### src/hdl/wsu_pkg.sv
package wsu_pkg;

    typedef enum logic [1:0] {
        KIND_DATA  = 2'd0,
        KIND_EMPTY = 2'd1,
        KIND_DROP  = 2'd2,
        KIND_BIG   = 2'd3
    } kind_t;

    typedef enum logic [2:0] {
        PH_HEAD    = 3'd0,
        PH_LEN     = 3'd1,
        PH_EXT     = 3'd2,
        PH_MASK    = 3'd3,
        PH_PAYLOAD = 3'd4
    } phase_t;

    localparam logic [7:0] HEAD_TEXT   = 8'h81;
    localparam logic [7:0] HEAD_BINARY = 8'h82;
    localparam logic [6:0] LEN7_MAX    = 7'd125;
    localparam logic [6:0] LEN7_EXT16  = 7'd126;
    localparam logic [3:0] EXT16_BYTES = 4'd2;
    localparam logic [3:0] EXT64_BYTES = 4'd8;
    localparam logic [3:0] EXT_LOW_BYTES = 4'd4;
    localparam logic [31:0] MASK_BYTES = 32'd4;

    typedef struct packed {
        logic [7:0] rx_byte;
    } in_item_t;

    typedef struct packed {
        logic [7:0] data_byte;
        kind_t      kind;
        logic       last;
    } out_item_t;

    typedef struct packed {
        logic      valid;
        out_item_t item;
    } result_t;

endpackage

### src/hdl/wsu_stream_if.sv
interface wsu_stream_if #(
    parameter type item_t = logic [7:0]
);
    logic  valid;
    logic  ready;
    item_t data;

    modport source (output valid, output data, input ready);
    modport sink (input valid, input data, output ready);
endinterface

### src/hdl/wsu_in_stage.sv
module wsu_in_stage (
    input  logic                 clk,
    input  logic                 rst_n,
    wsu_stream_if.sink           rx,
    input  logic                 advance,
    output logic                 byte_valid,
    output logic [7:0]           byte_data
);
    logic       valid_reg;
    logic       valid_next;
    logic [7:0] byte_reg;
    logic       take;

    assign rx.ready = !valid_reg || advance;
    assign take     = rx.valid && rx.ready;

    always_comb
    begin
        valid_next = valid_reg;
        if (take)
        begin
            valid_next = 1'b1;
        end
        else if (advance)
        begin
            valid_next = 1'b0;
        end
    end

    always_ff @(posedge clk or negedge rst_n)
    begin
        if (!rst_n)
        begin
            valid_reg <= 1'b0;
        end
        else
        begin
            valid_reg <= valid_next;
        end
    end

    always_ff @(posedge clk)
    begin
        if (take)
        begin
            byte_reg <= rx.data.rx_byte;
        end
    end

    assign byte_valid = valid_reg;
    assign byte_data  = byte_reg;
endmodule

### src/hdl/wsu_parser.sv
module wsu_parser (
    input  logic              clk,
    input  logic              rst_n,
    input  logic              step,
    input  logic [7:0]        b,
    output wsu_pkg::result_t  res
);
    wsu_pkg::phase_t phase_reg, phase_next;
    logic            head_ok_reg, head_ok_next;
    logic [3:0]      ext_reg, ext_next;
    logic [31:0]     len_reg, len_next;
    logic [31:0]     key_reg, key_next;
    logic [31:0]     idx_reg, idx_next;
    logic            upper_reg, upper_next;

    logic [6:0]      len7;
    logic [3:0]      ext_dec;
    logic            upper_hit;
    logic [31:0]     idx_inc;
    logic [7:0]      key_byte;

    assign len7      = b[6:0];
    assign ext_dec   = (ext_reg != 4'd0) ? ext_reg - 4'd1 : 4'd0;
    assign upper_hit = upper_reg || ((ext_reg > wsu_pkg::EXT_LOW_BYTES) && (b != 8'd0));
    assign idx_inc   = idx_reg + 32'd1;

    always_comb
    begin
        unique case (idx_reg[1:0])
            2'd0: key_byte = key_reg[31:24];
            2'd1: key_byte = key_reg[23:16];
            2'd2: key_byte = key_reg[15:8];
            2'd3: key_byte = key_reg[7:0];
        endcase
    end

    always_comb
    begin
        phase_next   = phase_reg;
        head_ok_next = head_ok_reg;
        ext_next     = ext_reg;
        len_next     = len_reg;
        key_next     = key_reg;
        idx_next     = idx_reg;
        upper_next   = upper_reg;
        res          = '0;
        unique case (phase_reg)
            wsu_pkg::PH_LEN:
            begin
                upper_next = 1'b0;
                if (len7 <= wsu_pkg::LEN7_MAX)
                begin
                    len_next   = {25'd0, len7};
                    ext_next   = 4'd0;
                    key_next   = '0;
                    idx_next   = '0;
                    phase_next = wsu_pkg::PH_MASK;
                end
                else
                begin
                    len_next   = '0;
                    ext_next   = (len7 == wsu_pkg::LEN7_EXT16) ? wsu_pkg::EXT16_BYTES
                                                               : wsu_pkg::EXT64_BYTES;
                    phase_next = wsu_pkg::PH_EXT;
                end
            end
            wsu_pkg::PH_EXT:
            begin
                if (ext_reg > wsu_pkg::EXT_LOW_BYTES)
                begin
                    upper_next = upper_hit;
                end
                else
                begin
                    len_next = {len_reg[23:0], b};
                end
                ext_next = ext_dec;
                if (ext_dec == 4'd0)
                begin
                    if (upper_hit)
                    begin
                        upper_next     = 1'b0;
                        phase_next     = wsu_pkg::PH_HEAD;
                        res.valid      = 1'b1;
                        res.item.kind  = wsu_pkg::KIND_BIG;
                        res.item.last  = 1'b1;
                    end
                    else
                    begin
                        key_next   = '0;
                        idx_next   = '0;
                        phase_next = wsu_pkg::PH_MASK;
                    end
                end
            end
            wsu_pkg::PH_MASK:
            begin
                key_next = {key_reg[23:0], b};
                idx_next = idx_inc;
                if (idx_inc >= wsu_pkg::MASK_BYTES)
                begin
                    idx_next = '0;
                    if (len_reg == 32'd0)
                    begin
                        phase_next    = wsu_pkg::PH_HEAD;
                        res.valid     = 1'b1;
                        res.item.kind = head_ok_reg ? wsu_pkg::KIND_EMPTY
                                                    : wsu_pkg::KIND_DROP;
                        res.item.last = 1'b1;
                    end
                    else
                    begin
                        phase_next = wsu_pkg::PH_PAYLOAD;
                    end
                end
            end
            wsu_pkg::PH_PAYLOAD:
            begin
                idx_next = idx_inc;
                if (idx_inc == len_reg)
                begin
                    phase_next = wsu_pkg::PH_HEAD;
                end
                if (head_ok_reg)
                begin
                    res.valid          = 1'b1;
                    res.item.data_byte = b ^ key_byte;
                    res.item.kind      = wsu_pkg::KIND_DATA;
                    res.item.last      = (idx_inc == len_reg);
                end
                else if (idx_inc == len_reg)
                begin
                    res.valid     = 1'b1;
                    res.item.kind = wsu_pkg::KIND_DROP;
                    res.item.last = 1'b1;
                end
            end
            default:
            begin
                head_ok_next = (b == wsu_pkg::HEAD_TEXT) || (b == wsu_pkg::HEAD_BINARY);
                phase_next   = wsu_pkg::PH_LEN;
            end
        endcase
        if (!step)
        begin
            res.valid = 1'b0;
        end
    end

    always_ff @(posedge clk or negedge rst_n)
    begin
        if (!rst_n)
        begin
            phase_reg   <= wsu_pkg::PH_HEAD;
            head_ok_reg <= 1'b0;
            ext_reg     <= '0;
            len_reg     <= '0;
            key_reg     <= '0;
            idx_reg     <= '0;
            upper_reg   <= 1'b0;
        end
        else if (step)
        begin
            phase_reg   <= phase_next;
            head_ok_reg <= head_ok_next;
            ext_reg     <= ext_next;
            len_reg     <= len_next;
            key_reg     <= key_next;
            idx_reg     <= idx_next;
            upper_reg   <= upper_next;
        end
    end
endmodule

### src/hdl/wsu_out_stage.sv
module wsu_out_stage (
    input  logic              clk,
    input  logic              rst_n,
    input  wsu_pkg::result_t  res,
    output logic              slot_free,
    wsu_stream_if.source      tx
);
    logic               valid_reg;
    logic               valid_next;
    wsu_pkg::out_item_t item_reg;

    assign slot_free = !valid_reg || tx.ready;

    always_comb
    begin
        valid_next = valid_reg;
        if (res.valid)
        begin
            valid_next = 1'b1;
        end
        else if (tx.ready)
        begin
            valid_next = 1'b0;
        end
    end

    always_ff @(posedge clk or negedge rst_n)
    begin
        if (!rst_n)
        begin
            valid_reg <= 1'b0;
        end
        else
        begin
            valid_reg <= valid_next;
        end
    end

    always_ff @(posedge clk)
    begin
        if (res.valid)
        begin
            item_reg <= res.item;
        end
    end

    assign tx.valid = valid_reg;
    assign tx.data  = item_reg;
endmodule

### src/hdl/websocket_frame_unmasker.sv
// channel  dir  payload                         item
// rx       in   rx_byte[7:0]                    one stream byte
// tx       out  data_byte[7:0], kind[1:0], last  payload byte or marker
//
// One byte per clock sustained while tx is ready; an accepted rx byte passes the input register,
// then the frame state machine feeding the result register that drives tx valid.
// rst_n is asynchronous, active low; afterwards the parser waits for a header byte.
// A stalled tx holds its item; rx keeps taking a byte while the input register is free.
module websocket_frame_unmasker (
    input  logic         clk,
    input  logic         rst_n,
    wsu_stream_if.sink   rx,
    wsu_stream_if.source tx
);
    logic             in_valid;
    logic [7:0]       in_byte;
    logic             out_free;
    logic             advance;
    wsu_pkg::result_t res;

    assign advance = in_valid && out_free;

    wsu_in_stage u_in (
        .clk        (clk),
        .rst_n      (rst_n),
        .rx         (rx),
        .advance    (advance),
        .byte_valid (in_valid),
        .byte_data  (in_byte)
    );

    wsu_parser u_parser (
        .clk   (clk),
        .rst_n (rst_n),
        .step  (advance),
        .b     (in_byte),
        .res   (res)
    );

    wsu_out_stage u_out (
        .clk       (clk),
        .rst_n     (rst_n),
        .res       (res),
        .slot_free (out_free),
        .tx        (tx)
    );

    a_marker_last: assert property (@(posedge clk) disable iff (!rst_n)
        tx.valid && (tx.data.kind != wsu_pkg::KIND_DATA) |-> tx.data.last)
        else $error("marker item without last");

    a_marker_zero: assert property (@(posedge clk) disable iff (!rst_n)
        tx.valid && (tx.data.kind != wsu_pkg::KIND_DATA) |-> (tx.data.data_byte == 8'd0))
        else $error("marker item with nonzero data");

    a_accept_held: assert property (@(posedge clk) disable iff (!rst_n)
        rx.valid && rx.ready |=> in_valid)
        else $error("accepted byte not held in input register");

    a_result_room: assert property (@(posedge clk) disable iff (!rst_n)
        res.valid |-> out_free)
        else $error("result produced with output register occupied");
endmodule

### src/flat_wrapper.sv
// flat-port wrapper written by rule: the top's interface ports become plain ports
module websocket_frame_unmasker_flat 
  (clk, rst_n, rx_valid, rx_data, rx_ready, tx_valid, tx_data, tx_ready);
  wsu_stream_if #(.item_t(wsu_pkg::in_item_t)) rx_i ();
  wsu_stream_if #(.item_t(wsu_pkg::out_item_t)) tx_i ();
  input  logic clk;
  input  logic rst_n;
  input wire logic [$bits(rx_i.valid)-1:0] rx_valid;
  input wire logic [$bits(rx_i.data)-1:0] rx_data;
  output wire logic [$bits(rx_i.ready)-1:0] rx_ready;
  output wire logic [$bits(tx_i.valid)-1:0] tx_valid;
  output wire logic [$bits(tx_i.data)-1:0] tx_data;
  input wire logic [$bits(tx_i.ready)-1:0] tx_ready;
  assign rx_i.valid = rx_valid;
  assign rx_i.data = rx_data;
  assign rx_ready = rx_i.ready;
  assign tx_valid = tx_i.valid;
  assign tx_data = tx_i.data;
  assign tx_i.ready = tx_ready;
  websocket_frame_unmasker u_core (.clk(clk), .rst_n(rst_n), .rx(rx_i), .tx(tx_i));
endmodule
### config.mk
export PLATFORM = sky130hd
export DESIGN_NAME = websocket_frame_unmasker_flat
export DESIGN_NICKNAME = d
export VERILOG_FILES = /design/src/hdl/wsu_pkg.sv /design/src/hdl/wsu_stream_if.sv /design/src/hdl/wsu_in_stage.sv /design/src/hdl/wsu_parser.sv /design/src/hdl/wsu_out_stage.sv /design/src/hdl/websocket_frame_unmasker.sv /design/src/flat_wrapper.sv
export SDC_FILE = /design/constraint.sdc
export NUM_CORES = 1
export LEC_CHECK = 0
export ABC_AREA = 1
export BUFFER_PORTS_ARGS = -buffer_cell sky130_fd_sc_hd__buf_2
export CELL_PAD_IN_SITES_DETAIL_PLACEMENT = 2
export CELL_PAD_IN_SITES_GLOBAL_PLACEMENT = 2
export CORE_MARGIN = 2
export CORE_UTILIZATION = 33
export DETAILED_ROUTE_END_ITERATION = 12
export GPL_TIMING_DRIVEN = 0
export PLACE_DENSITY = 0.84
export SETUP_SLACK_MARGIN = 0.05
export SLEW_MARGIN = 10
export SYNTH_ARGS = -nofsm -noshare
export SYNTH_HDL_FRONTEND = slang
export SYNTH_HIERARCHICAL = 1
export SYNTH_SLANG_ARGS = --single-unit
### constraint.sdc
create_clock -name clk -period 2.9 [get_ports clk]
set_clock_uncertainty 0.2 [all_clocks]
set_input_delay 0.29 -clock clk [delete_from_list [all_inputs] [get_ports clk]]
set_output_delay 0.29 -clock clk [all_outputs]
set_load 0.01 [all_outputs]
=== Word level (Yosys, flattened, before mapping) ===
Index checks and enable logic that the tools add are counted.

* $add $sub $neg: 2
* Order comparisons: 3
* Equal/unequal tests: 17
* Multiplexer cells: 45
* Bitwise gates (word level): 2
* Reductions and logical operators: 27

{| class="wikitable"
|+ Operator list
! cell !! number
|-
| two-way mux 32 bit || 5
|-
| one-hot mux 32 bit (4 select lines) || 1
|-
| one-hot mux 32 bit (3 select lines) || 1
|-
| one-hot mux 32 bit (2 select lines) || 1
|-
| adder 32 x 1 -> 32 bit, second input constant || 1
|-
| equality test 32 bit || 1
|-
| >= comparator 32 x 3 -> 1 bit, second input constant || 1
|-
| logical NOT 32 bit || 1
|-
| one-hot mux 8 bit (4 select lines) || 1
|-
| two-way mux 3 bit || 10
|-
| equality test 8 bit, second input constant || 2
|-
| two-way mux 1 bit || 15
|-
| two-way mux 4 bit || 3
|-
| inequality test 2 bit, second input constant || 6
|-
| one-hot mux 3 bit (4 select lines) || 1
|-
| AND reduction 5 bit || 2
|-
| one-hot mux 3 bit (3 select lines) || 1
|-
| one-hot mux 4 bit (2 select lines) || 1
|-
| nonzero test 4 bit || 2
|-
| nonzero test 8 bit || 1
|-
| bitwise XOR 8 bit || 1
|-
| equality test 7 bit, second input constant || 1
|-
| <= comparator 7 bit, second input constant || 1
|-
| two-way mux 7 bit || 1
|-
| 22 further kinds || 35
|}

* Register bits: 126
* Bits of input ports: 12
* Output and inout port bits: 13
* Word-level logic and storage cells: 109

=== Depth between registers and ports, before layout ===
* Word-level depth: 8
* Depth in mapped cells: 21

=== By module ===
The synthesis kept the hierarchy.

{| class="wikitable"
|+ By module, submodules not included
! module !! times used !! cells each !! area each (µm²)
|-
| wsu_parser || 1 || 1010 || 6982.9
|-
| wsu_out_stage || 1 || 16 || 375.4
|-
| wsu_in_stage || 1 || 14 || 285.3
|-
| websocket_frame_unmasker || 1 || 2 || 7.5
|}

=== Worst setup path after synthesis ===
No wires, ideal clock.

* Path type: register to register
* From: register u_core.u_parser.idx_reg[0]
* To: register u_core.u_out.item_reg (netlist bit u_core/u_out/tx.data[0]) (enable)
* Setup time: 0.342 ns
* Arrival time: 2.238 ns
* Required time: 2.358 ns
* Path slack: 0.119 ns
* Stages on the path, launching flop included: 19
* Buffers on the path: 1
* Cells stage by stage: dfrtp_1 ha_1 nand2_1 nor2_4 buf_6 nand2_4 nor2_4 nand2_1 nand2_1 nand2_2 nand2_1 nand2_1 nor2_1 nand2_1 nor2_1 nand3_1 nand3_1 nand2_1 inv_1

{| class="wikitable"
|+ RTL lines
! what !! line !! source
|-
| from (decl) || wsu_parser.sv:13 || <nowiki>logic [31:0] idx_reg, idx_next;</nowiki>
|-
| from (signal assigned) || wsu_parser.sv:169 || <nowiki>idx_reg <= idx_next;</nowiki>
|-
| to (signal assigned) || wsu_out_stage.sv:43 || <nowiki>item_reg <= res.item;</nowiki>
|-
| to (decl) || wsu_out_stage.sv:10 || <nowiki>wsu_pkg::out_item_t item_reg;</nowiki>
|}

==> summary.txt <==
Global route
  • GRT Total Usage: 0.289
  • Pin count of the biggest net entering global routing: 61
  • Gr ovfl total: 0
  • Vias in the first global route: 9014
  • Antenna violations before repair: 0
  • First-pass GRT wire length: 53000 um

Place
  • RePlAce Congestion: 0.854
  • Placed insts: 1352
  • Hpwl dp: 22100 um
  • I/O Buffers: 24
  • Post-Place Setup Slack: -0.982 ns
  • DP Area: 0.00816 mm^2

Cells and area
  • Non-filler cells, final: 1450
  • # diodes: 0
  • Layout net count: 1168
  • Share of post-route cells with drive strength above 1: 0.264
  • Layout overhead on the synthesized area: 29.8%
  • Final instance area: 0.00993 mm^2
  • Final Util: 0.437

Route
  • Pre-antenna DRT Iters: 5
  • Routed Wire Length: 40500 um
  • Top sig layer: met4
  • Drt initial violations: 732
  • Via count: 8639
  • Routed wl met3: 2230 um
  • ANT nets after route: 0
  • WL/cell: 27.9 um
  • DRC Markers: 0
  • DRT met1 WL: 15700 um
  • Vias per cell: 5.96
  • WL met2: 20400 um

Run
  • Max-cap violations: 0

Pwr
  • Switch share: 0.455
  • Leak: 4.40 nW
  • VDD IR max: 0.429 mV
  • Net load switching power: 3.41 mW
  • Combinational share of power: 0.377
  • Register share of total power: 0.313
  • Power Total: 7.48 mW
  • Pwr dens: 754 mW/mm^2
  • Cell internal pwr: 4.08 mW
  • Clk pwr share: 0.310

STA
  • Final Max Tran Viols: 0
  • Hold Fails Final Rpt: 0
  • Least-Margin Pin Slew: 0.917 ns
  • RSZ-0062 raised after global routing: true
  • Fmax: 307 MHz
  • Final TNS setup: -5.90 ns
  • Final worst slack: -0.361 ns
  • Endpoints failing setup: 39
  • Max transition margin: 0.389
  • Final Critical Period: 3.26 ns
  • Final worst path period share: 1.12
  • Fin Hold WS: 0.237 ns

Floorplanning
  • I/O Pins: 25
  • Die X: 156 um
  • Vert. Die Dim: 156 um
  • CORE AREA: 0.0227 mm^2
  • Rows: 55
  • Die area: 0.0244 mm^2
  • Initial Util: 0.337

Critical path
  • R2R Setup Slk: -0.36 ns
  • RR Endpoint: u_core/u_out/tx.data[3]$_DFFE_PP_
  • CP startpoint kind: register
  • Critical Path RT: 2.90 ns
  • Crit-path max FO: 5
  • Worst r2r src: u_core/u_parser/idx_reg[17]$_DFFE_PN0P_
  • CP Data Arrival Time: 3.26 ns
  • FF-to-FF path depth: 14
  • Kind of critical path: register to register
  • Crit path capture type: register

Outcome
  • Failing checks: negative setup slack
  • Outcome: finished with violations

Synth
  • Cell taking the most area after synthesis: dfrtp_1
  • FFs w/ async S/R, synth: 0.849
  • Net Count, Synth: 1058
  • Synthesized cell area: 0.00765 mm^2
  • Post-synthesis cell type count: 41
  • Synth top area cells: dfrtp_1, nand2_1, nand3_1
  • Sequential share of the synthesized area: 0.425
  • Avg Inst Size Synth: 7.34 um^2
  • Syn Inst Count: 1042
  • Count leader, synth: nand2_1
  • Synth Register Bits: 126
  • Synth Warn #: 6
  • Synth cell count leaders: nand2_1, inv_1, nand3_1
  • Number of synthesized flops with an enable pin: 19
  • Top_reg_cell synth: dfrtp_1
  • Area fraction of the dominant cell type after synthesis: 0.350

Clock network
  • Clock Pin Slew Worst Setup and Hold Paths: 0.07 ns
  • CTS root buffer: clkbuf_16
  • TritonCTS clock tree: done
  • Clock latency at the later pin of the worst-skew pair: 0.44 ns
  • H-tree levels: 4
  • CTS max path bufs: 2
  • CTS Buf Count: 17
  • Sink Count: 126

Worst hold path
  • Min-Delay Path Class: input pin to asynchronous set/reset pin
## worst max-delay path, cell delays in order (launching register included)
cell	delay, ns
dfrtp_1	0.47
nand2_1	0.24
nor2_4	0.24
nand2_1	0.08
nor2_1	0.16
nand3_1	0.18
nand2_1	0.22
inv_1	0.11
nor2_2	0.21
nand3_2	0.13
a21oi_2	0.18
nand3_2	0.12
nand2_2	0.12
clkinvlp_4	0.17
clkbuf_16	0.20
## how the worst max path moves through the flow
stage                     slack, ns                                    start                                 to
final                         -0.36  u_core/u_parser/idx_reg[17]$_DFFE_PN0P_  u_core/u_out/tx.data[3]$_DFFE_PP_
after CTS                     -0.09   u_core/u_parser/idx_reg[1]$_DFFE_PN0P_  u_core/u_out/tx.data[8]$_DFFE_PP_
after global placement        -0.80   u_core/u_parser/idx_reg[0]$_DFFE_PN0P_  u_core/u_out/tx.data[5]$_DFFE_PP_
after floorplan                0.12   u_core/u_parser/idx_reg[0]$_DFFE_PN0P_  u_core/u_out/tx.data[0]$_DFFE_PP_
after global routing          -0.45   u_core/u_parser/idx_reg[1]$_DFFE_PN0P_  u_core/u_out/tx.data[3]$_DFFE_PP_
after detailed placement      -0.98   u_core/u_parser/idx_reg[0]$_DFFE_PN0P_  u_core/u_out/tx.data[4]$_DFFE_PP_
## power groups by stage
stage / Sequential [mW] / Clock, mW / Combinational, mW
6_report: 2.34 / 2.32 / 2.82
4_1_cts: 2.29 / 2.28 / 2.44
3_5_place_dp: 2.32 / 0 / 2.19
5_1_grt: 2.35 / 2.39 / 2.97
2_1_floorplan: 2.20 / 0 / 1.43
3_3_place_gp: 2.30 / 0 / 2.10
## what timing repair did
item                       in CTS  in global routing
setup buffers                  29                 24
hold endpoints to repair       69                  0
gates resized for setup        86                 87
cloned                          0                  3
hold buffers                   11                  0
setup endpoints to repair      95                110
pin swaps                      19                 29
## cell type report
type / count / area (um^2)
fill: 2549 / 12800
multi-input combinational: 742 / 4190
sequential: 126 / 3260
timing repair buffer: 91 / 782
inverter: 147 / 567
clock buffer: 19 / 464
tap: 285 / 357
buffer: 27 / 168
clock inverter: 13 / 140
## cell usage in the layout (no fill, tap or decap), types with 19 or more instances in the layout
cell type	n
nand2_1	224
o22ai_2	20
dfrtp_1	96
edfxtp_1	19
nand2_2	53
nor2_2	23
inv_1	136
clkbuf_16	20
o21ai_0	90
nand3_1	129
nor2_1	69
buf_4	46
buf_2	27
## cell families after synthesis
| kind of cell | count (synthesis) | share of synthesized area |
|---|---|---|
| AND/OR/NAND/NOR | 581 | 0.347 |
| AO/OA/AOI/OAI | 151 | 0.127 |
| XOR/XNOR | 5 | 0.00572 |
| adder cells (fa/ha/maj) | 4 | 0.00654 |
| buffers and inverters | 175 | 0.0895 |
| flip-flops | 126 | 0.425 |
## metal layers
| layer | global-route usage | vias up |
|---|---|---|
| met1 | 0.349 | 4459 |
| met3 | 0.0487 | 144 |
| li1 | - | 3637 |
| met2 | 0.507 | 399 |
| met5 | 0 | - |
| met4 | 0.122 | 0 |
Power figures use the tool's default switching activity.
